**src/hdl/mmxc_pkg.sv**
```systemverilog
`timescale 1ns / 1ps
// Shared types for the matrix multiply checksum unit: control word,
// status group, sequencer conditions and the microcode table.
// No dependencies.
package mmxc_pkg;

  typedef logic [2:0] step_t;

  // Microcode step addresses
  localparam step_t ST_LOAD  = 3'd0;
  localparam step_t ST_CLEAR = 3'd1;
  localparam step_t ST_MAC   = 3'd2;
  localparam step_t ST_DRAIN = 3'd3;
  localparam step_t ST_EMIT  = 3'd4;

  typedef enum logic [2:0] {
    CND_ALWAYS,
    CND_IN_LAST,
    CND_MAC_LAST,
    CND_PIPE_EMPTY,
    CND_OUT_FREE
  } cond_t;

  typedef struct packed {
    logic  in_rdy;    // take input items, write the stores
    logic  clr;       // clear loop counters and checksum
    logic  issue;     // issue one multiply-accumulate
    logic  load_out;  // move checksum to the output register
    cond_t cond;
    step_t tgt;       // next step when cond holds
    step_t alt;       // next step otherwise
  } ctl_t;

  typedef struct packed {
    logic in_last;
    logic mac_last;
    logic pipe_empty;
    logic out_free;
  } stat_t;

  function automatic ctl_t ucode(step_t s);
    ctl_t w;
    w = '{in_rdy: 1'b0, clr: 1'b0, issue: 1'b0, load_out: 1'b0,
          cond: CND_ALWAYS, tgt: ST_LOAD, alt: ST_LOAD};
    case (s)
      ST_LOAD: begin
        w.in_rdy = 1'b1;
        w.cond   = CND_IN_LAST;
        w.tgt    = ST_CLEAR;
        w.alt    = ST_LOAD;
      end
      ST_CLEAR: begin
        w.clr  = 1'b1;
        w.cond = CND_ALWAYS;
        w.tgt  = ST_MAC;
        w.alt  = ST_MAC;
      end
      ST_MAC: begin
        w.issue = 1'b1;
        w.cond  = CND_MAC_LAST;
        w.tgt   = ST_DRAIN;
        w.alt   = ST_MAC;
      end
      ST_DRAIN: begin
        w.cond = CND_PIPE_EMPTY;
        w.tgt  = ST_EMIT;
        w.alt  = ST_DRAIN;
      end
      ST_EMIT: begin
        w.load_out = 1'b1;
        w.cond     = CND_OUT_FREE;
        w.tgt      = ST_LOAD;
        w.alt      = ST_EMIT;
      end
      default: begin
        w.cond = CND_ALWAYS;
        w.tgt  = ST_LOAD;
        w.alt  = ST_LOAD;
      end
    endcase
    return w;
  endfunction

endpackage

```
**src/hdl/mmxc_seq.sv**
```systemverilog
`timescale 1ns / 1ps
// Microcode sequencer: step counter, control word lookup, conditional jumps.
// Depends on mmxc_pkg.
module mmxc_seq (
  input  logic             clk,
  input  logic             rst_n,
  input  mmxc_pkg::stat_t  stat,
  output mmxc_pkg::ctl_t   ctl
);

  mmxc_pkg::step_t step_r;
  mmxc_pkg::step_t step_nxt;
  logic            hit;

  assign ctl = mmxc_pkg::ucode(step_r);

  always_comb begin
    case (ctl.cond)
      mmxc_pkg::CND_ALWAYS:     hit = 1'b1;
      mmxc_pkg::CND_IN_LAST:    hit = stat.in_last;
      mmxc_pkg::CND_MAC_LAST:   hit = stat.mac_last;
      mmxc_pkg::CND_PIPE_EMPTY: hit = stat.pipe_empty;
      mmxc_pkg::CND_OUT_FREE:   hit = stat.out_free;
      default:                  hit = 1'b0;
    endcase
    step_nxt = hit ? ctl.tgt : ctl.alt;
  end

  always_ff @(posedge clk) begin
    if (!rst_n) begin
      step_r <= mmxc_pkg::ST_LOAD;
    end else begin
      step_r <= step_nxt;
    end
  end

endmodule

```
**config.mk**
```make
export PLATFORM = sky130hd
export DESIGN_NAME = mmxc_seq
export DESIGN_NICKNAME = d
export VERILOG_FILES = /design/src/hdl/mmxc_pkg.sv /design/src/hdl/mmxc_seq.sv
export SDC_FILE = /design/constraint.sdc
export NUM_CORES = 1
export LEC_CHECK = 0
export BUFFER_PORTS_ARGS = -buffer_cell sky130_fd_sc_hd__buf_2
export CAP_MARGIN = 5
export CORE_AREA = 2 2 39 41
export CTS_CLUSTER_SIZE = 16
export DETAILED_ROUTE_END_ITERATION = 8
export DIE_AREA = 0 0 41 43
export PLACE_DENSITY = 0.42
export SYNTH_ARGS = -nofsm -noshare
export SYNTH_HDL_FRONTEND = slang
export SYNTH_SLANG_ARGS = --single-unit
```
**constraint.sdc**
```tcl
create_clock -name clk -period 2.2 [get_ports clk]
set_clock_uncertainty 0.1 [all_clocks]
set_input_delay 0.33 -clock clk [delete_from_list [all_inputs] [get_ports clk]]
set_output_delay 0.33 -clock clk [all_outputs]
set_load 0.1 [all_outputs]
```
==> flow_summary.toml, run 1 <==
[status]
status = "completed"

[placed_design]
hpwlAfterDp_um = 452
place_area_um2 = 347
place_congestion = 0.622
numPortBuffers = 18
place_ws_ps = 424

[critical_path]
critPathLaunchType = "register"
endpoint_kind = "output pin"
r2r_slack_ps = 1060
critical_path.top_delay_family = "flip-flops"
worstPathArrival_ps = 1580
worstPathRequired_ps = 1770
critical_path_class = "register to output pin"
worst-path-buf-inv = 1
max_stage_delay_ps = 590
cp_slowest_cell = "dfxtp_1"
crit_fanout = 11
worstPathCellList = "xnor2_1 -> nor2b_2 -> buf_2"

[sta]
hold_slack_ps = 249
max_freq_mhz = 498
finalSetupViolations = 0
relSlewSlack = 0.677
fin_crit_ps = 2010
hold_violations = 0
rsz0062_at_grt = "false"
min_period_over_period = 0.912
slew_viol_final = 0
tightestPinTransition_ps = 488
setup_slack_ps = 194

[logic_synthesis]
avgSynthCellArea_um2 = 8.17
synth_nets = 38
synth-simple-area-share = 0.397
synth-compound-area-share = 0.124
synthAdderAreaFrac = 0
synth_top_family_by_area = "simple AND/OR/NAND/NOR gates"
synth.largest_area_cell = "dfxtp_1"
synthCells = 32
synth_seq_cells = 3
async_flop_share = 0
synth_area_leaders = "dfxtp_1, and2_1, buf_6, buf_4, nor2b_1"
synth_top_cell_area_share = 0.230
muxShareOfSynthArea = 0.0383
ys.flop_type = "dfxtp_1"
synthTopCellsByCount = "and2_1, dfxtp_1, nor2_1"
yosys_warnings = 0
synth-seq-area-share = 0.230
synth_edf_count = 0
synth.most_common_cell = "and2_1"
netlist_area_um2 = 262
synthXorXnorAreaFrac = 0.0335
ys_types = 21

[detailed_routing]
routed_via_density = 3.88
drtIter0Drc = 1
remaining_drc_errors = 0
routedWlPerCell_um = 9.12
ant_nets = 0
vias = 252
drt_wl_total_um = 593
drtPass1Iterations = 2

[grt]
overflow = 0
antenna_found_initial = 0
grt_pass1_wl_um = 848
grt_pass1_vias = 204
groute.usage.overall = 0.0762
use_met2 = 0.0781
grt_max_degree = 12
busiest_layer = "met1"
grt_use_met3 = 0.0157
grtUsageMet1 = 0.115

[cts]
post-cts-setup-buffer-count = 0
cts.sinks = 3
clk_pin_slew_ps = 40
htree_levels = 1
cts-buffers-inserted = 3
clock-root-buffer = "clkbuf_4"
cts_hold_buf = 0
cts_buffer_depth = 2
postCtsResizedCells = 0
clock_latency_ps = 230
cts_tree = "yes"

[pwr]
clockPowerShare = 0.234
ir_drop_v = 0.000387
p_per_area_nw_per_um2 = 1120
p_sw_frac = 0.598
p_leak_nw = 0.188
switchingPower_w = 0.000250
p_seq_frac = 0.175
p_int_w = 0.000168
p_comb_frac = 0.590

[layout]
layout-drive-gt1-share = 0.653
area_delta_synth_final_pct = 42.6
reg_top3 = "step_r: 3 flops"
regMostFlops = "step_r"
num_antenna_cells = 0
nets = 56
largest_reg_flops = 3
multi_input_area_um2 = 173
ff_latch_area_um2 = 60.1
final_util = 0.269
design_area_um2 = 373
fillers = 159

[die]
num_io_pins = 19
design.die.area_um2 = 1760
initial_core_util = 0.189
dieWidth_um = 41
rows = 14
die_y_um = 43
core_area_um2 = 1380

[worst_hold_path]
hp-class = "input port to register"

[run]
max_cap_viol_count = 0
## cell families after synthesis
kind of cell,count (synthesis)
xor gates and xnor gates,1
AOI/OAI and AO/OA,5
DFF,3
buffers and inverters,6
and+or+nand+nor,16
muxes,1
## cell usage in the layout (no fill, tap or decap)
cell type	count
nand3b_1	1
nor2b_1	1
clkbuf_4	3
nor2_2	2
dfxtp_1	3
nor3b_2	1
xnor2_1	1
a31oi_1	1
a21oi_1	1
inv_1	1
and2_1	2
o21ai_1	2
nor3_2	1
and2_2	2
and2b_4	1
buf_2	18
clkbuf_1	1
a21boi_2	1
nand3_2	1
mux2i_1	1
nor2_1	2
nor2b_2	2
## cell type report
type / count / area share
repair buffers: 18 / 0.242
flip-flops and latches: 3 / 0.161
multi-input cells: 23 / 0.463
inverters: 1 / 0.0101
clock buffers: 4 / 0.0705
well taps: 16 / 0.0537
## metrics by stage
| step | cells | TNS (ps) | total power (W) |
|---|---|---|---|
| after floorplan | 32 | -183 | 0.000300 |
| after global placement | 61 | 0 | 0.000322 |
| after detailed placement | 61 | 0 | 0.000323 |
| after CTS | 65 | 0 | 0.000426 |
| after global routing | 65 | 0 | 0.000436 |
| final | 65 | 0 | 0.000418 |
## power by group through the flow
stage | registers, W | clock network [W] | logic (W)
2_1_floorplan | 0.0000618 | 0 | 0.000239
3_3_place_gp | 0.0000737 | 0 | 0.000249
3_5_place_dp | 0.0000740 | 0 | 0.000249
4_1_cts | 0.0000731 | 0.000104 | 0.000249
5_1_grt | 0.0000748 | 0.000105 | 0.000257
6_report | 0.0000732 | 0.0000978 | 0.000247
## per-layer routing
metal | vias up | share of wire
met3 | 0 | 0.086
met1 | 104 | 0.47
met5 | - | 0
met2 | 11 | 0.45
met4 | 0 | 0
li1 | 137 | -
## worst paths after layout
| path | depth (start not counted) | end | start |
|---|---|---|---|
| max reg2reg | 3 | step_r[2] | step_r[2] |
| min reg2reg | 1 | step_r[1] | step_r[1] |
| min | 2 | step_r[1] | stat[1] |
| max | 3 | ctl[6] | step_r[0] |
## worst register-to-register path: stages (launching register included)
cell and delay (ps):
dfxtp_1 560, and2b_4 260, nand3_2 70, a21boi_2 50
Power figures use the tool's default switching activity.
==> inputs of run 2 (changes only) <==
--- a/config.mk
+++ b/config.mk
@@ -11,7 +11,8 @@
 export CTS_CLUSTER_SIZE = 16
 export DETAILED_ROUTE_END_ITERATION = 8
 export DIE_AREA = 0 0 41 43
-export PLACE_DENSITY = 0.42
+export GPL_ROUTABILITY_DRIVEN = 0
+export PLACE_DENSITY = 0.52
 export SYNTH_ARGS = -nofsm -noshare
 export SYNTH_HDL_FRONTEND = slang
 export SYNTH_SLANG_ARGS = --single-unit
==> run 2 against run 1 <==
First-iteration DRC count stayed put. Die area is the same. Worst hold slack got worse by 10 ps. Cell area did not move. Highest routed layer is now met4. Setup slack lost 11 ps.
==> flow_summary.toml, run 2 (same netlist as run 1, synthesis figures left out) <==
[grt]
grt_pass1_wl_um = 731
grt_pass1_vias = 166
antenna_found_initial = 0
overflow = 0
grt_max_degree = 12
groute.usage.overall = 0.0682

[critical_path]
critical_path.top_delay_family = "flip-flops"
critPathLaunchType = "register"
endpoint = "ctl[6]"
crit_cells = 3
r2r-start = "step_r[2]"
cp_slowest_cell = "dfxtp_1"
max_stage_delay_ps = 590
worst-path-buf-inv = 1
r2r_slack_ps = 1040
worstPathCellList = "xnor2_1 -> nor2b_2 -> buf_2"
startpoint = "step_r[0]"
timing.rr.end = "step_r[2]"
endpoint_kind = "output pin"
rr_worst_depth = 3
critical_path_class = "register to output pin"
worstPathRequired_ps = 1770
crit_fanout = 11
worstPathArrival_ps = 1590

[sta]
relSlewSlack = 0.679
max_freq_mhz = 496
rsz0062_at_grt = "false"
tightestPinTransition_ps = 485
hold_violations = 0
finalSetupViolations = 0
fin_setup_tns_ps = 0
slew_viol_final = 0
fin_crit_ps = 2020
min_period_over_period = 0.917
hold_slack_ps = 239

[detailed_routing]
routedWlPerCell_um = 9.00
vias = 261
routed_via_density = 4.02
remaining_drc_errors = 0
drtIter0Drc = 1
drt_wl_total_um = 585
ant_nets = 0
drtPass1Iterations = 2

[pwr]
p_per_area_nw_per_um2 = 1120
p_int_w = 0.000168
p_leak_nw = 0.188
p_seq_frac = 0.176
clockPowerShare = 0.236
total_power_w = 0.000418
p_sw_frac = 0.598
p_comb_frac = 0.588
switchingPower_w = 0.000250
ir_drop_v = 0.000500

[cts]
postCtsResizedCells = 0
cts_tree = "yes"
cts_buffer_depth = 2
clock-root-buffer = "clkbuf_4"
htree_levels = 1
cts.sinks = 3
post-cts-setup-buffer-count = 0
clk_pin_slew_ps = 40
clock_latency_ps = 240
cts-buffers-inserted = 3
cts_hold_buf = 0

[layout]
mostFrequentLayoutCell = "buf_2"
reg_top3 = "step_r: 3 flops"
fillers = 164
finalNonFillerCells = 65
layout-drive-gt1-share = 0.653
nets = 56
regMostFlops = "step_r"
num_antenna_cells = 0
largest_reg_flops = 3
area_delta_synth_final_pct = 42.6
mostFrequentLayoutCells = "buf_2, clkbuf_4, dfxtp_1"

[die]
design.die.area_um2 = 1760
core_area_um2 = 1380
num_io_pins = 19
initial_core_util = 0.189
dieWidth_um = 41
die_y_um = 43
rows = 14

[placed_design]
dp_cells = 61
numPortBuffers = 18

[status]
status = "completed"

[run]
max_cap_viol_count = 0

[worst_hold_path]
hp-class = "input port to register"
-- run 2: metal layers --
layer  global-route usage  vias to the layer above  wire, µm
met2               0.0625                       18       197
li1                     -                      135         -
met1               0.0962                      106       271
met5                    0                        -         0
met4               0.0400                        0        10
met3               0.0628                        2       106
-- run 2: per-stage QoR --
stage	setup slack (ps)	utilization	area, µm²
6_report	182	0.269	373
5_1_grt	97.8	0.269	373
4_1_cts	168	0.269	373
3_5_place_dp	424	0.250	347
3_3_place_gp	431	0.250	347
2_1_floorplan	-139	-	279
-- run 2: worst min-delay path by stage --
stage | from | endpoint | slack (ps) | cells after the start
2_1_floorplan | stat[1] | step_r[1] | 340 | 1
5_1_grt | stat[1] | step_r[1] | 240 | 2
3_3_place_gp | stat[1] | step_r[1] | 480 | 2
3_5_place_dp | stat[1] | step_r[1] | 490 | 2
4_1_cts | stat[1] | step_r[1] | 240 | 2
6_report | stat[1] | step_r[1] | 240 | 2
-- run 2: power by group through the flow --
stage	Sequential, W	Combinational [W]	Clock [W]
global route	0.0000753	0.000254	0.000107
floorplan	0.0000618	0.000239	0
finish	0.0000736	0.000246	0.0000987
CTS	0.0000736	0.000248	0.000102
detailed placement	0.0000745	0.000247	0
global placement	0.0000739	0.000247	0
-- run 2: layout make-up --
cell class	instances	area (µm²)	area share
Tap cell	16	20.0	0.0537
Inverter	1	3.75	0.0101
Clock buffer	4	26.3	0.0705
Sequential cell	3	60.1	0.161
Multi-Input combinational cell	23	173	0.463
Timing Repair Buffer	18	90.1	0.242
-- run 2: worst reg2reg max path, stage by stage (launching register included) --
cell and delay [ps]:
dfxtp_1 580, and2b_4 260, nand3_2 70, a21boi_2 50
